<file path="config.mk">
export PLATFORM = sky130hd
export DESIGN_NAME = packet_header_field_extractor
export DESIGN_NICKNAME = d
export VERILOG_FILES = /design/src/rtl/phfe_pkg.sv /design/src/rtl/phfe_front.sv /design/src/rtl/phfe_back.sv /design/src/rtl/packet_header_field_extractor.sv
export SDC_FILE = /design/constraint.sdc
export NUM_CORES = 2
export LEC_CHECK = 0
export BUFFER_PORTS_ARGS = -buffer_cell sky130_fd_sc_hd__buf_2
export CAP_MARGIN = 20
export CORE_ASPECT_RATIO = 1.4
export CORE_MARGIN = 2
export CORE_UTILIZATION = 63
export CTS_CLUSTER_DIAMETER = 150
export DETAILED_ROUTE_END_ITERATION = 7
export PLACE_DENSITY = 0.82
export SLEW_MARGIN = 20
export SYNTH_ARGS = -nofsm -noshare
export SYNTH_HDL_FRONTEND = slang
export SYNTH_SLANG_ARGS = --single-unit
</file>
<file path="constraint.sdc">
create_clock -name clk -period 21.5 [get_ports clk]
set_input_delay 6.45 -clock clk [delete_from_list [all_inputs] [get_ports clk]]
set_output_delay 6.45 -clock clk [all_outputs]
set_load 0.01 [all_outputs]
</file>
<file path="src/rtl/phfe_pkg.sv">
// Package for the packet header field extractor: beat type, link codes,
// ethertypes and register map. No dependencies.
`default_nettype none

package phfe_pkg;

  localparam int COUNT_BITS_DEF = 16;
  localparam int QUEUE_DEPTH    = 4;

  localparam logic [1:0] LINK_ETH  = 2'd0;
  localparam logic [1:0] LINK_SLL  = 2'd1;
  localparam logic [1:0] LINK_RAW  = 2'd2;
  localparam logic [1:0] LINK_LOOP = 2'd3;

  localparam logic [15:0] ET_VLAN = 16'h8100;
  localparam logic [15:0] ET_ARP  = 16'h0806;
  localparam logic [15:0] ET_IP4  = 16'h0800;
  localparam logic [15:0] ET_IP6  = 16'h86DD;

  localparam logic [31:0] AF_INET   = 32'd2;
  localparam logic [31:0] AF_INET6A = 32'd24;
  localparam logic [31:0] AF_INET6B = 32'd28;
  localparam logic [31:0] AF_INET6C = 32'd30;

  localparam logic [7:0] PROTO_TCP = 8'd6;
  localparam logic [7:0] PROTO_UDP = 8'd17;

  localparam logic [0:0] REG_LINK_TYPE = 1'b0;

  typedef struct packed {
    logic [7:0] data_byte;
    logic       last_byte;
    logic       cnt_en;
    logic [1:0] link_type;
  } phfe_beat_t;

endpackage

`default_nettype wire

</file>
<file path="src/rtl/phfe_front.sv">
// Front end: byte offset counter and the beat queue feeding the parser.
// Depends on phfe_pkg.
`default_nettype none

module phfe_front #(
  parameter int COUNT_BITS = phfe_pkg::COUNT_BITS_DEF
) (
  input  wire                     clk,
  input  wire                     rst_n,
  input  wire                     in_valid,
  output logic                    in_ready,
  input  wire  [7:0]              in_data_byte,
  input  wire                     in_last_byte,
  input  wire  [1:0]              link_type,
  output logic                    q_valid,
  output phfe_pkg::phfe_beat_t    q_beat,
  output logic [COUNT_BITS-1:0]   q_off,
  input  wire                     q_pop
);

  localparam int PW = $clog2(phfe_pkg::QUEUE_DEPTH);
  localparam int CNTW = $clog2(phfe_pkg::QUEUE_DEPTH + 1);
  localparam logic [COUNT_BITS-1:0] COUNT_MAX = {COUNT_BITS{1'b1}};

  phfe_pkg::phfe_beat_t          beat_mem [phfe_pkg::QUEUE_DEPTH];
  logic [COUNT_BITS-1:0]         off_mem  [phfe_pkg::QUEUE_DEPTH];
  logic [PW-1:0]                 wr_ptr_r, wr_ptr_nxt, rd_ptr_r, rd_ptr_nxt;
  logic [CNTW-1:0]               fill_r, fill_nxt;
  logic [COUNT_BITS-1:0]         off_r, off_nxt;
  logic                          push;
  logic                          cnt_en;
  phfe_pkg::phfe_beat_t          wr_beat;

  assign in_ready = (fill_r != CNTW'(phfe_pkg::QUEUE_DEPTH));
  assign push     = in_valid && in_ready;
  assign cnt_en   = (off_r != COUNT_MAX);
  assign q_valid  = (fill_r != '0);
  assign q_beat   = beat_mem[rd_ptr_r];
  assign q_off    = off_mem[rd_ptr_r];

  always_comb begin
    wr_beat.data_byte = in_data_byte;
    wr_beat.last_byte = in_last_byte;
    wr_beat.cnt_en    = cnt_en;
    wr_beat.link_type = link_type;
    off_nxt    = off_r;
    wr_ptr_nxt = wr_ptr_r;
    rd_ptr_nxt = rd_ptr_r;
    fill_nxt   = fill_r;
    if (push) begin
      wr_ptr_nxt = wr_ptr_r + PW'(1);
      if (in_last_byte) begin
        off_nxt = '0;
      end else if (cnt_en) begin
        off_nxt = off_r + COUNT_BITS'(1);
      end
    end
    if (q_pop) begin
      rd_ptr_nxt = rd_ptr_r + PW'(1);
    end
    if (push && !q_pop) begin
      fill_nxt = fill_r + CNTW'(1);
    end else if (!push && q_pop) begin
      fill_nxt = fill_r - CNTW'(1);
    end
  end

  always_ff @(posedge clk) begin
    if (!rst_n) begin
      off_r    <= '0;
      wr_ptr_r <= '0;
      rd_ptr_r <= '0;
      fill_r   <= '0;
    end else begin
      off_r    <= off_nxt;
      wr_ptr_r <= wr_ptr_nxt;
      rd_ptr_r <= rd_ptr_nxt;
      fill_r   <= fill_nxt;
    end
  end

  always_ff @(posedge clk) begin
    if (push) begin
      beat_mem[wr_ptr_r] <= wr_beat;
      off_mem[wr_ptr_r]  <= off_r;
    end
  end

endmodule

`default_nettype wire

</file>
<file path="src/rtl/phfe_back.sv">
// Back end: per-byte header parser and the registered result stage.
// Depends on phfe_pkg; fed by phfe_front.
`default_nettype none

module phfe_back #(
  parameter int COUNT_BITS = phfe_pkg::COUNT_BITS_DEF
) (
  input  wire                     clk,
  input  wire                     rst_n,
  input  wire                     q_valid,
  input  phfe_pkg::phfe_beat_t    q_beat,
  input  wire  [COUNT_BITS-1:0]   q_off,
  output logic                    q_pop,
  output logic                    out_valid,
  input  wire                     out_ready,
  output logic                    out_is_arp,
  output logic                    out_has_ip,
  output logic [2:0]              out_ip_version,
  output logic [7:0]              out_ip_proto,
  output logic [63:0]             out_src_addr_high,
  output logic [63:0]             out_src_addr_low,
  output logic [63:0]             out_dst_addr_high,
  output logic [63:0]             out_dst_addr_low,
  output logic                    out_has_transport,
  output logic [15:0]             out_src_port,
  output logic [15:0]             out_dst_port
);

  localparam int CW = COUNT_BITS;
  localparam logic [1:0] PH_LINK = 2'd0;
  localparam logic [1:0] PH_VLAN = 2'd1;
  localparam logic [1:0] PH_IP   = 2'd2;
  localparam logic [1:0] PH_DONE = 2'd3;

  function automatic logic [1:0] kind_phase(input logic [15:0] kind);
    logic [1:0] ph;
    if (kind == phfe_pkg::ET_VLAN) begin
      ph = PH_VLAN;
    end else if (kind == phfe_pkg::ET_IP4 || kind == phfe_pkg::ET_IP6) begin
      ph = PH_IP;
    end else begin
      ph = PH_DONE;
    end
    return ph;
  endfunction

  function automatic logic [5:0] ihl_len(input logic [7:0] b);
    logic [5:0] h;
    h = {b[3:0], 2'b00};
    if (h < 6'd20) begin
      h = 6'd20;
    end
    return h;
  endfunction

  logic [1:0]    phase_r, phase_nxt;
  logic [15:0]   kind_r, kind_nxt;
  logic [CW-1:0] ip_start_r, ip_start_nxt;
  logic [5:0]    hlen_r, hlen_nxt;
  logic [31:0]   fam_r, fam_nxt;
  logic [7:0]    proto_r, proto_nxt;
  logic [63:0]   src_hi_r, src_hi_nxt, src_lo_r, src_lo_nxt;
  logic [63:0]   dst_hi_r, dst_hi_nxt, dst_lo_r, dst_lo_nxt;
  logic [15:0]   sport_r, sport_nxt, dport_r, dport_nxt;

  logic          out_valid_r, out_valid_nxt;
  logic          arp_r, hip_r, tr_r;
  logic [2:0]    ver_r;
  logic [7:0]    oproto_r;
  logic [63:0]   osh_r, osl_r, odh_r, odl_r;
  logic [15:0]   osp_r, odp_r;

  logic          fire, load;
  logic [7:0]    b;
  logic [CW-1:0] rel, hi_off, port_d, len, avail;
  logic [15:0]   kword;
  logic [3:0]    ver_nib;
  logic [6:0]    need;
  logic          ok4, ok6;
  logic          res_arp, res_hip, res_tr;
  logic [2:0]    res_ver;
  logic [7:0]    res_proto;
  logic [63:0]   res_sh, res_sl, res_dh, res_dl;
  logic [15:0]   res_sp, res_dp;

  assign fire  = q_valid && (!q_beat.last_byte || !out_valid_r || out_ready);
  assign q_pop = fire;
  assign load  = fire && q_beat.last_byte;
  assign b     = q_beat.data_byte;

  always_comb begin
    phase_nxt    = phase_r;
    kind_nxt     = kind_r;
    ip_start_nxt = ip_start_r;
    hlen_nxt     = hlen_r;
    fam_nxt      = fam_r;
    proto_nxt    = proto_r;
    src_hi_nxt   = src_hi_r;
    src_lo_nxt   = src_lo_r;
    dst_hi_nxt   = dst_hi_r;
    dst_lo_nxt   = dst_lo_r;
    sport_nxt    = sport_r;
    dport_nxt    = dport_r;
    rel          = q_off - ip_start_r;
    port_d       = rel - CW'(hlen_r);
    hi_off       = (q_beat.link_type == phfe_pkg::LINK_ETH) ? CW'(12) : CW'(14);
    kword        = {kind_r[15:8], b};
    ver_nib      = b[7:4];
    if (fire && q_beat.cnt_en) begin
      case (phase_r)
        PH_LINK: begin
          case (q_beat.link_type)
            phfe_pkg::LINK_ETH, phfe_pkg::LINK_SLL: begin
              if (q_off == hi_off) begin
                kind_nxt = {b, 8'h00};
              end else if (q_off == hi_off + CW'(1)) begin
                kind_nxt = kword;
                if (q_beat.link_type == phfe_pkg::LINK_SLL && kword == phfe_pkg::ET_VLAN) begin
                  phase_nxt = PH_DONE;
                end else begin
                  ip_start_nxt = hi_off + CW'(2);
                  phase_nxt    = kind_phase(kword);
                end
              end
            end
            phfe_pkg::LINK_RAW: begin
              if (q_off == '0) begin
                if (ver_nib == 4'd4) begin
                  kind_nxt     = phfe_pkg::ET_IP4;
                  phase_nxt    = PH_IP;
                  ip_start_nxt = '0;
                  hlen_nxt     = ihl_len(b);
                end else if (ver_nib == 4'd6) begin
                  kind_nxt     = phfe_pkg::ET_IP6;
                  phase_nxt    = PH_IP;
                  ip_start_nxt = '0;
                end else begin
                  phase_nxt = PH_DONE;
                end
              end
            end
            default: begin
              if (q_off < CW'(4)) begin
                fam_nxt = fam_r | (32'(b) << {q_off[1:0], 3'b000});
                if (q_off == CW'(3)) begin
                  if (fam_nxt == phfe_pkg::AF_INET) begin
                    kind_nxt = phfe_pkg::ET_IP4;
                  end else if (fam_nxt == phfe_pkg::AF_INET6A ||
                               fam_nxt == phfe_pkg::AF_INET6B ||
                               fam_nxt == phfe_pkg::AF_INET6C) begin
                    kind_nxt = phfe_pkg::ET_IP6;
                  end else begin
                    kind_nxt = '0;
                  end
                  ip_start_nxt = CW'(4);
                  phase_nxt    = kind_phase(kind_nxt);
                end
              end
            end
          endcase
        end
        PH_VLAN: begin
          if (q_off >= ip_start_r) begin
            if (rel == CW'(2)) begin
              kind_nxt = {b, 8'h00};
            end else if (rel == CW'(3)) begin
              kind_nxt     = kword;
              ip_start_nxt = ip_start_r + CW'(4);
              phase_nxt    = kind_phase(kword);
            end
          end
        end
        PH_IP: begin
          if (q_off >= ip_start_r) begin
            if (kind_r == phfe_pkg::ET_IP4) begin
              if (rel == '0) begin
                hlen_nxt = ihl_len(b);
              end else if (rel == CW'(9)) begin
                proto_nxt = b;
              end else if (rel >= CW'(12) && rel < CW'(16)) begin
                src_lo_nxt = {src_lo_r[55:0], b};
              end else if (rel >= CW'(16) && rel < CW'(20)) begin
                dst_lo_nxt = {dst_lo_r[55:0], b};
              end else if (rel >= CW'(hlen_r) && port_d < CW'(4)) begin
                if (port_d[1]) begin
                  dport_nxt = {dport_r[7:0], b};
                end else begin
                  sport_nxt = {sport_r[7:0], b};
                end
              end
            end else if (kind_r == phfe_pkg::ET_IP6) begin
              if (rel == CW'(6)) begin
                proto_nxt = b;
              end else if (rel >= CW'(8) && rel < CW'(16)) begin
                src_hi_nxt = {src_hi_r[55:0], b};
              end else if (rel >= CW'(16) && rel < CW'(24)) begin
                src_lo_nxt = {src_lo_r[55:0], b};
              end else if (rel >= CW'(24) && rel < CW'(32)) begin
                dst_hi_nxt = {dst_hi_r[55:0], b};
              end else if (rel >= CW'(32) && rel < CW'(40)) begin
                dst_lo_nxt = {dst_lo_r[55:0], b};
              end else if (rel >= CW'(40) && rel < CW'(42)) begin
                sport_nxt = {sport_r[7:0], b};
              end else if (rel >= CW'(42) && rel < CW'(44)) begin
                dport_nxt = {dport_r[7:0], b};
              end
            end
          end
        end
        default: begin
        end
      endcase
    end

    len       = q_beat.cnt_en ? q_off + CW'(1) : q_off;
    avail     = len - ip_start_nxt;
    ok4       = (kind_nxt == phfe_pkg::ET_IP4) && (avail >= CW'(20));
    ok6       = (kind_nxt == phfe_pkg::ET_IP6) && (avail >= CW'(40));
    need      = ok4 ? ({1'b0, hlen_nxt} + 7'd4) : 7'd44;
    res_arp   = 1'b0;
    res_hip   = 1'b0;
    res_ver   = 3'd0;
    res_proto = 8'd0;
    res_sh    = '0;
    res_sl    = '0;
    res_dh    = '0;
    res_dl    = '0;
    res_tr    = 1'b0;
    res_sp    = '0;
    res_dp    = '0;
    if (phase_nxt == PH_DONE) begin
      res_arp = (kind_nxt == phfe_pkg::ET_ARP);
    end else if (phase_nxt == PH_IP && len >= ip_start_nxt && (ok4 || ok6)) begin
      res_hip   = 1'b1;
      res_ver   = ok4 ? 3'd4 : 3'd6;
      res_proto = proto_nxt;
      if (ok4) begin
        res_sl = {32'd0, src_lo_nxt[31:0]};
        res_dl = {32'd0, dst_lo_nxt[31:0]};
      end else begin
        res_sh = src_hi_nxt;
        res_sl = src_lo_nxt;
        res_dh = dst_hi_nxt;
        res_dl = dst_lo_nxt;
      end
      if (avail >= CW'(need) &&
          (proto_nxt == phfe_pkg::PROTO_TCP || proto_nxt == phfe_pkg::PROTO_UDP)) begin
        res_tr = 1'b1;
        res_sp = sport_nxt;
        res_dp = dport_nxt;
      end
    end

    if (load) begin
      phase_nxt    = PH_LINK;
      kind_nxt     = '0;
      ip_start_nxt = '0;
      hlen_nxt     = 6'd20;
      fam_nxt      = '0;
      proto_nxt    = '0;
      src_hi_nxt   = '0;
      src_lo_nxt   = '0;
      dst_hi_nxt   = '0;
      dst_lo_nxt   = '0;
      sport_nxt    = '0;
      dport_nxt    = '0;
    end

    if (load) begin
      out_valid_nxt = 1'b1;
    end else if (out_ready) begin
      out_valid_nxt = 1'b0;
    end else begin
      out_valid_nxt = out_valid_r;
    end
  end

  always_ff @(posedge clk) begin
    if (!rst_n) begin
      phase_r     <= PH_LINK;
      kind_r      <= '0;
      ip_start_r  <= '0;
      hlen_r      <= 6'd20;
      fam_r       <= '0;
      proto_r     <= '0;
      src_hi_r    <= '0;
      src_lo_r    <= '0;
      dst_hi_r    <= '0;
      dst_lo_r    <= '0;
      sport_r     <= '0;
      dport_r     <= '0;
      out_valid_r <= 1'b0;
    end else begin
      phase_r     <= phase_nxt;
      kind_r      <= kind_nxt;
      ip_start_r  <= ip_start_nxt;
      hlen_r      <= hlen_nxt;
      fam_r       <= fam_nxt;
      proto_r     <= proto_nxt;
      src_hi_r    <= src_hi_nxt;
      src_lo_r    <= src_lo_nxt;
      dst_hi_r    <= dst_hi_nxt;
      dst_lo_r    <= dst_lo_nxt;
      sport_r     <= sport_nxt;
      dport_r     <= dport_nxt;
      out_valid_r <= out_valid_nxt;
    end
  end

  always_ff @(posedge clk) begin
    if (load) begin
      arp_r    <= res_arp;
      hip_r    <= res_hip;
      ver_r    <= res_ver;
      oproto_r <= res_proto;
      osh_r    <= res_sh;
      osl_r    <= res_sl;
      odh_r    <= res_dh;
      odl_r    <= res_dl;
      tr_r     <= res_tr;
      osp_r    <= res_sp;
      odp_r    <= res_dp;
    end
  end

  assign out_valid         = out_valid_r;
  assign out_is_arp        = arp_r;
  assign out_has_ip        = hip_r;
  assign out_ip_version    = ver_r;
  assign out_ip_proto      = oproto_r;
  assign out_src_addr_high = osh_r;
  assign out_src_addr_low  = osl_r;
  assign out_dst_addr_high = odh_r;
  assign out_dst_addr_low  = odl_r;
  assign out_has_transport = tr_r;
  assign out_src_port      = osp_r;
  assign out_dst_port      = odp_r;

endmodule

`default_nettype wire

</file>
<file path="src/rtl/packet_header_field_extractor.sv">
// Top level of the packet header field extractor: config register, front end
// and back end. Depends on phfe_pkg, phfe_front and phfe_back.
`default_nettype none

// Takes one packet byte per cycle while in_ready is high and returns one result
// beat per packet, after the byte marked last. Bytes pass through a four-entry
// queue into the parser, which consumes one byte per cycle unless a last byte
// waits on a held result, so the sustained rate is one byte per clock while
// out_ready keeps up; each last byte is queued, then its result is registered.
// The queue fills only while a finished result waits on out_ready. The link
// type register sits at byte address 0 and should be written between packets.
module packet_header_field_extractor #(
  parameter int COUNT_BITS = phfe_pkg::COUNT_BITS_DEF
) (
  input  wire         clk,
  input  wire         rst_n,
  input  wire         in_valid,
  output logic        in_ready,
  input  wire  [7:0]  in_data_byte,
  input  wire         in_last_byte,
  output logic        out_valid,
  input  wire         out_ready,
  output logic        out_is_arp,
  output logic        out_has_ip,
  output logic [2:0]  out_ip_version,
  output logic [7:0]  out_ip_proto,
  output logic [63:0] out_src_addr_high,
  output logic [63:0] out_src_addr_low,
  output logic [63:0] out_dst_addr_high,
  output logic [63:0] out_dst_addr_low,
  output logic        out_has_transport,
  output logic [15:0] out_src_port,
  output logic [15:0] out_dst_port,
  input  wire         cfg_psel,
  input  wire         cfg_penable,
  input  wire         cfg_pwrite,
  input  wire  [2:0]  cfg_paddr,
  input  wire  [31:0] cfg_pwdata,
  output logic [31:0] cfg_prdata,
  output logic        cfg_pready
);

  logic [1:0]             link_r, link_nxt;
  logic                   cfg_wr;
  logic                   q_valid, q_pop;
  phfe_pkg::phfe_beat_t   q_beat;
  logic [COUNT_BITS-1:0]  q_off;

  assign cfg_pready = 1'b1;
  assign cfg_wr     = cfg_psel && cfg_penable && cfg_pwrite && cfg_pready &&
                      (cfg_paddr[2:2] == phfe_pkg::REG_LINK_TYPE);
  assign link_nxt   = cfg_wr ? cfg_pwdata[1:0] : link_r;
  assign cfg_prdata = (cfg_paddr[2:2] == phfe_pkg::REG_LINK_TYPE) ? {30'd0, link_r} : 32'd0;

  always_ff @(posedge clk) begin
    if (!rst_n) begin
      link_r <= phfe_pkg::LINK_ETH;
    end else begin
      link_r <= link_nxt;
    end
  end

  phfe_front #(
    .COUNT_BITS (COUNT_BITS)
  ) u_front (
    .clk          (clk),
    .rst_n        (rst_n),
    .in_valid     (in_valid),
    .in_ready     (in_ready),
    .in_data_byte (in_data_byte),
    .in_last_byte (in_last_byte),
    .link_type    (link_r),
    .q_valid      (q_valid),
    .q_beat       (q_beat),
    .q_off        (q_off),
    .q_pop        (q_pop)
  );

  phfe_back #(
    .COUNT_BITS (COUNT_BITS)
  ) u_back (
    .clk               (clk),
    .rst_n             (rst_n),
    .q_valid           (q_valid),
    .q_beat            (q_beat),
    .q_off             (q_off),
    .q_pop             (q_pop),
    .out_valid         (out_valid),
    .out_ready         (out_ready),
    .out_is_arp        (out_is_arp),
    .out_has_ip        (out_has_ip),
    .out_ip_version    (out_ip_version),
    .out_ip_proto      (out_ip_proto),
    .out_src_addr_high (out_src_addr_high),
    .out_src_addr_low  (out_src_addr_low),
    .out_dst_addr_high (out_dst_addr_high),
    .out_dst_addr_low  (out_dst_addr_low),
    .out_has_transport (out_has_transport),
    .out_src_port      (out_src_port),
    .out_dst_port      (out_dst_port)
  );

endmodule

`default_nettype wire

</file>
=== After elaboration in Yosys (flattened, before gate mapping) ===
Memories as Yosys holds them, arrays and structs flattened. A register that Yosys moved wholly into a read port is not among the register bits.
Index checks and enable logic that the tools add are counted.

* Equal/unequal tests: 34
* Bitwise logic cells: 6
* Shift operators: 1
* Order comparisons: 23
* Multiplexer cells: 164
* Reductions and logical operators: 52
* Add/sub/neg operators: 13

{| class="wikitable"
|+ Operators by type and width
! operator !! count
|-
| 2-to-1 mux 64 bit || 41
|-
| 2-to-1 mux 16 bit || 66
|-
| case mux 16 bit (2 select lines) || 4
|-
| equality test 16 bit, second input constant || 6
|-
| equality test 32 x 5 -> 1 bit, second input constant || 3
|-
| equality test 16 x 12 -> 1 bit, second input constant || 5
|-
| 2-to-1 mux 8 bit || 10
|-
| greater-or-equal comparator 16 x 6 -> 1 bit, second input constant || 4
|-
| < comparator 16 x 6 -> 1 bit, second input constant || 4
|-
| adder 16 x 1 -> 16 bit, second input constant || 3
|-
| equality test 16 x 2 -> 1 bit, second input constant || 3
|-
| greater-or-equal comparator 16 x 5 -> 1 bit, second input constant || 3
|-
| < comparator 16 x 5 -> 1 bit, second input constant || 3
|-
| 2-to-1 mux 6 bit || 8
|-
| 2-to-1 mux 2 bit || 20
|-
| equality test 16 bit || 2
|-
| equality test 32 x 2 -> 1 bit, second input constant || 1
|-
| greater-or-equal comparator 16 bit || 2
|-
| greater-or-equal comparator 16 x 4 -> 1 bit, second input constant || 2
|-
| zero test 16 bit || 2
|-
| < comparator 16 x 3 -> 1 bit, second input constant || 2
|-
| OR 32 bit || 1
|-
| left shift 8 x 5 -> 32 bit || 1
|-
| subtractor 16 bit || 2
|-
| 35 further kinds || 95
|}

* Bits in writable memories: 112
* Flip-flop bits (word level): 696
* Memories kept: 2
* Word-level logic and storage cells: 326
* Output and inout port bits: 337

{| class="wikitable"
|+ Memory list
! memory !! depth !! width !! read ports !! clocked after memory_dff !! wr ports !! line !! text
|-
| u_front.off_mem || 4 || 16 || 1 || 1 || 1 || phfe_front.sv:26 || <nowiki>logic [COUNT_BITS-1:0] off_mem [phfe_pkg::QUEUE_DEPTH];</nowiki>
|-
| u_front.beat_mem || 4 || 12 || 1 || 1 || 1 || phfe_front.sv:25 || <nowiki>phfe_pkg::phfe_beat_t beat_mem [phfe_pkg::QUEUE_DEPTH];</nowiki>
|}

=== Depth between registers and ports, before layout ===
* Depth in word-level cells: 26
* Mapped depth: 44
* Depth with buffers taken out: 39

=== Cells and area by module ===
Synthesis repeated with hierarchy kept, for this count alone.

* Cell total of the unflattened synthesis: 3184
* Area, all modules: 35400.2 um^2

{| class="wikitable"
|+ Modules (own cells, without submodules)
! module !! times used !! cells an instance !! area each (um^2)
|-
| phfe_back || 1 || 2830 || 29534.6
|-
| phfe_front || 1 || 310 || 5519.0
|-
| packet_header_field_extractor || 1 || 44 || 346.6
|}

=== Least setup slack after synthesis ===
Ideal clock, no wire load.

* Path type: input -> register
* From: in out_ready
* To: reg u_back.odh_r[0] (netlist: u_back.out_dst_addr_high[0]), enable pin
* Cell stages on the path: 4
* Path buffers: 0
* Setup slack: 8130 ps
* Library setup time: 651 ps
* Data arrival time: 12719 ps
* Data required time: 20849 ps
* Cell sequence: nor2b_1 a21oi_1 nand2_1 inv_1

* Word-level cells in the longest chain between the ends: 3

{| class="wikitable"
|+ RTL lines
! element !! line !! text
|-
| start, declared || packet_header_field_extractor.sv:22 || <nowiki>input wire out_ready,</nowiki>
|-
| logical OR 1 bit || phfe_back.sv:86 || <nowiki>assign fire = q_valid && (!q_beat.last_byte || !out_valid_r || out_ready);</nowiki>
|-
| logical AND 1 bit || phfe_back.sv:86 ||
|-
| logical AND 1 bit || phfe_back.sv:88 || <nowiki>assign load = fire && q_beat.last_byte;</nowiki>
|-
| via u_back.load || phfe_back.sv:73 || <nowiki>logic fire, load;</nowiki>
|-
| end signal, assigned || phfe_back.sv:318 || <nowiki>odh_r <= res_dh;</nowiki>
|-
| end, declared || phfe_back.sv:70 || <nowiki>logic [63:0] osh_r, osl_r, odh_r, odl_r;</nowiki>
|}

The timed path passes the listed nets, and every way through them passes these cells.
A chain may end at the register's enable or synchronous reset.

=== Final worst setup path ===
* From: in out_ready
* To: reg u_back.odp_r[12] (netlist: u_back.out_dst_port[12]) (data pin)

* Word-level cells in the longest chain between the ends: 12

{| class="wikitable"
|+ RTL lines
! element !! line !! text
|-
| logical OR 1 bit * || phfe_back.sv:86 ||
|-
| logical AND 1 bit * || phfe_back.sv:86 ||
|-
| logical AND 1 bit * || phfe_back.sv:109 || <nowiki>if (fire && q_beat.cnt_en) begin</nowiki>
|-
| 2-to-1 mux 16 bit || phfe_back.sv:109 ||
|-
| subtractor 16 bit || phfe_back.sv:216 || <nowiki>avail = len - ip_start_nxt;</nowiki>
|-
| greater-or-equal comparator 16 x 5 -> 1 bit || phfe_back.sv:217 || <nowiki>ok4 = (kind_nxt == phfe_pkg::ET_IP4) && (avail >= CW'(20));</nowiki>
|-
| logical AND 1 bit || phfe_back.sv:217 ||
|-
| 2-to-1 mux 7 bit || phfe_back.sv:219 || <nowiki>need = ok4 ? ({1'b0, hlen_nxt} + 7'd4) : 7'd44;</nowiki>
|-
| greater-or-equal comparator 16 x 7 -> 1 bit || phfe_back.sv:246 || <nowiki>if (avail >= CW'(need) &&</nowiki>
|-
| logical AND 1 bit || phfe_back.sv:246 ||
|-
| NOT 1 bit (no source line) || n/a ||
|-
| OR reduction 3 bit (no source line) || n/a ||
|-
| end signal, assigned || phfe_back.sv:322 || <nowiki>odp_r <= res_dp;</nowiki>
|-
| end, declared || phfe_back.sv:71 || <nowiki>logic [15:0] osp_r, odp_r;</nowiki>
|}

Every way passes the cells marked *; elsewhere a longest branch is shown, timed or not.

==> metrics.md <==
| Metric | Value |
|---|---|
| Status | `finished clean` |
| DP Wirelength | `61700 microns` |
| Area of the die | `57000 sq um` |
| Seq/Total Area, Yosys | `0.585` |
| Syn Area/Cell | `between 10 and 15 sq um` |
| Critical Path AT | `13740 ps` |
| Synth cell types | `91` |
| Root Driver | `clkbuf_16` |
| Gr usage total | `0.311` |
| Unrepaired setup endpoints after global routing | `false` |
| DIE WIDTH | `about 200 microns` |
| Max Fclk | `74.5 MHz` |
| Detail-routed via count per cell | `6.09` |
| Drt pass-1 iters | `6` |
| Final Hold Vio Count | `0` |
| Critical Path Max Stage Delay | `520 ps` |
| # clock sinks | `809` |
| P_leak | `~15 nW` |
| Synth Warn # | `0` |
| Required @ worst endpoint | `21820 ps` |
| Iter 0 DRT Violations | `2136` |
| Final worst setup slack | `8090 ps` |
| Worst rel slew slack | `0.264` |
| Startpoint Class | `input pin` |
| FF+latch count, synth | `809` |
| Critical path's slowest cell | `or2_2` |
| Initial antenna violation count | `0` |
| I/O pin cnt | `388` |
| Pint | `3.29 mW` |
| Starting Density | `0.639` |
| Fin crit period | `13410 ps` |
| Setup WS pre-CTS | `7650 ps` |
| Sw Pwr | `1.96 mW` |
| FILL cells | `3679` |
| Worst-Skew Late Latency | `roughly 630 ps` |
| Slew Limit Fails | `0` |
| Area delta synth->final | `12.7%` |
| # port buffers | `323` |
| Commonest non-fill, non-tap cells in the layout | `665 x nor2_1, 413 x edfxtp_1, 395 x dfxtp_1` |
| Vias | `25050` |
| Max rail drop VDD | `0.152 mV` |
| Post-Synthesis Cell Area | `34700 sq um` |
| Flop pwr share | `0.394` |
| Fin crit share | `0.624` |
| CTS tree | `yes` |
| DRC violations left | `0` |
| GP Congestion | `0.990` |
| Clock share of power | `0.255` |
| CP Capture Type | `flop` |
| First-pass GRT wire length | `138000 microns` |
| Most common cell after layout, fill and taps aside | `nor2_1` |
| Max-Cap Viols | `0` |
| Post-Route WL | `90200 microns` |
| Setup TNS | `0 ps` |
| Ys async rst share | `0` |
| WS Path Type | `input pin to flop` |
| Vias in the first global route | `24637` |
| Post-CTS sizing | `0` |
| Cell area after layout | `roughly 40000 sq um` |
| Die Span Y | `282 microns` |
| Logic pwr share | `0.351` |
| Core Region | `54300 sq um` |
| H-tree Lvls | `3` |
| Largest net degree at the start of global routing | `146` |
| WL/cell | `between 20 and 25 microns` |
| Worst-Margin Slew | `1100 ps` |
| Total area of sequential cells | `between 20000 and 25000 sq um` |
| Net Sw Frac | `0.373` |
| Setup slack, reg-to-reg | `10000 ps` |
| Hold_buf cts | `0` |
| Multi-input logic area | `13300 sq um` |
| # Post-CTS Setup Buffers | `0` |
| CP Max Fanout | `33` |
| Most frequent CP cell | `a21oi_1` |
| Share of post-route cells with drive strength above 1 | `0.176` |
| Post-synth EDFFs | `413` |
| Worst Hold Class | `flop to flop` |
| Site row count | `101` |
| Grt ovf | `0` |
| Final setup viols | `0` |
| Post-Syn Instances | `3094` |
| CTS clk-pin slew, worst paths | `60 ps` |
| Ys flop type | `edfxtp_1` |
| Pwr per Cell Area | `between 100 and 150 nW/um^2` |
| Fin Clk Skew | `18.4 ps` |
| Diode count | `0` |
| # nets final | `3444` |
| Post-route antenna net violation count | `0` |
| DP Area | `36700 sq um` |
| Clock buffer count from CTS | `73` |
| Max Buffers Root-to-Sink | `3` |
[synth_stat cells, types with 13 or more instances]
master / instances / area (sq um)
edfxtp_1: 413 / 12400
nor2b_1: 23 / 144
a21o_1: 20 / 150
nand2_1: 123 / 462
a31oi_1: 33 / 206
mux2i_1: 287 / 2870
buf_4: 35 / 263
clkbuf_1: 117 / 439
nor4_1: 25 / 156
ha_1: 56 / 701
nor3_1: 32 / 160
and2_1: 21 / 131
buf_2: 47 / 235
xnor2_1: 36 / 315
a21oi_1: 126 / 631
o21a_1: 13 / 97.6
nand4_1: 37 / 231
nor2_1: 665 / 2500
nand3_1: 41 / 205
a211oi_2: 43 / 538
inv_1: 62 / 233
o21ai_0: 62 / 310
buf_1: 21 / 78.8
a211oi_1: 57 / 428
mux4_2: 27 / 608
and3_1: 24 / 150
xor2_1: 21 / 184
nand2b_1: 23 / 144
dfxtp_1: 396 / 7930
[metrics by stage]
stage	hold slack [ps]	power, mW	std cells	utilization
2_1_floorplan	425	3.27	3124	-
3_3_place_gp	435	3.87	3979	0.675
3_5_place_dp	445	3.91	3979	0.675
4_1_cts	452	5.23	4113	0.720
5_1_grt	478	5.46	4113	0.720
6_report	458	5.25	4113	0.720
[sequential cells by signal, indices dropped and copies added, names as in the netlist, 32 cells and up, named ones only]
register / cells
u_back.dst_hi_r: 64
u_back.dst_lo_r: 64
u_back.fam_r: 32
u_back.out_dst_addr_high: 64
u_back.out_dst_addr_low: 64
u_back.out_src_addr_high: 64
u_back.out_src_addr_low: 64
u_back.src_hi_r: 64
u_back.src_lo_r: 64
u_front.beat_mem: 48
u_front.off_mem: 64
[routing by layer]
metal / up-vias / wire length (microns) / track usage
met5: - / 0 / 0
met4: 0 / 4650 / 0.154
met3: 253 / 5010 / 0.0439
met2: 938 / 47000 / 0.563
met1: 12335 / 33500 / 0.361
li1: 11524 / - / -
[worst max-delay path: cells and delay by family]
family	cells	cell delay (ps)
adders and majority gates	2	630
muxes	1	250
AOI/OAI and AO/OA	12	1920
buffers and inverters	3	640
and+or+nand+nor	16	3830
[power by group through the flow]
stage / clock, mW / combinational, mW / sequential [mW]
2_1_floorplan: 0 / 1.01 / 2.26
4_1_cts: 1.35 / 1.82 / 2.07
3_3_place_gp: 0 / 1.78 / 2.09
5_1_grt: 1.41 / 1.97 / 2.08
3_5_place_dp: 0 / 1.81 / 2.10
6_report: 1.34 / 1.84 / 2.07
[cell type report]
cell class | count | area share
multi-input cells | 2025 | 0.340
inverters | 63 | 0.00623
flip-flops and latches | 809 | 0.519
well taps | 721 | 0.0230
clock buffers | 92 | 0.0503
clock inverters | 42 | 0.0128
repair buffers | 361 | 0.0487
[path summary, 6_finish.rpt]
path,from,endpoint,cells past startpoint
min,u_back.fam_r[19]$_SDFFE_PP0P_,u_back.fam_r[19]$_SDFFE_PP0P_,2
max reg2reg,flop,u_back.out_dst_port[12]$_SDFFCE_PP0P_,38
min reg2reg,u_back.fam_r[19]$_SDFFE_PP0P_,u_back.fam_r[19]$_SDFFE_PP0P_,2
max,out_ready,u_back.out_dst_port[12]$_SDFFCE_PP0P_,34
[kinds of logic after synthesis]
group / Yosys count / share of synthesized area
compound gates: 473 / 0.0972
xor+xnor: 57 / 0.0144
fa+ha+maj: 60 / 0.0225
buf+inv: 290 / 0.0383
flops: 809 / 0.585
mux: 320 / 0.102
other cells: 2 / 0.000216
simple gates: 1083 / 0.140
Note: power is estimated with default switching activity, not from simulation.
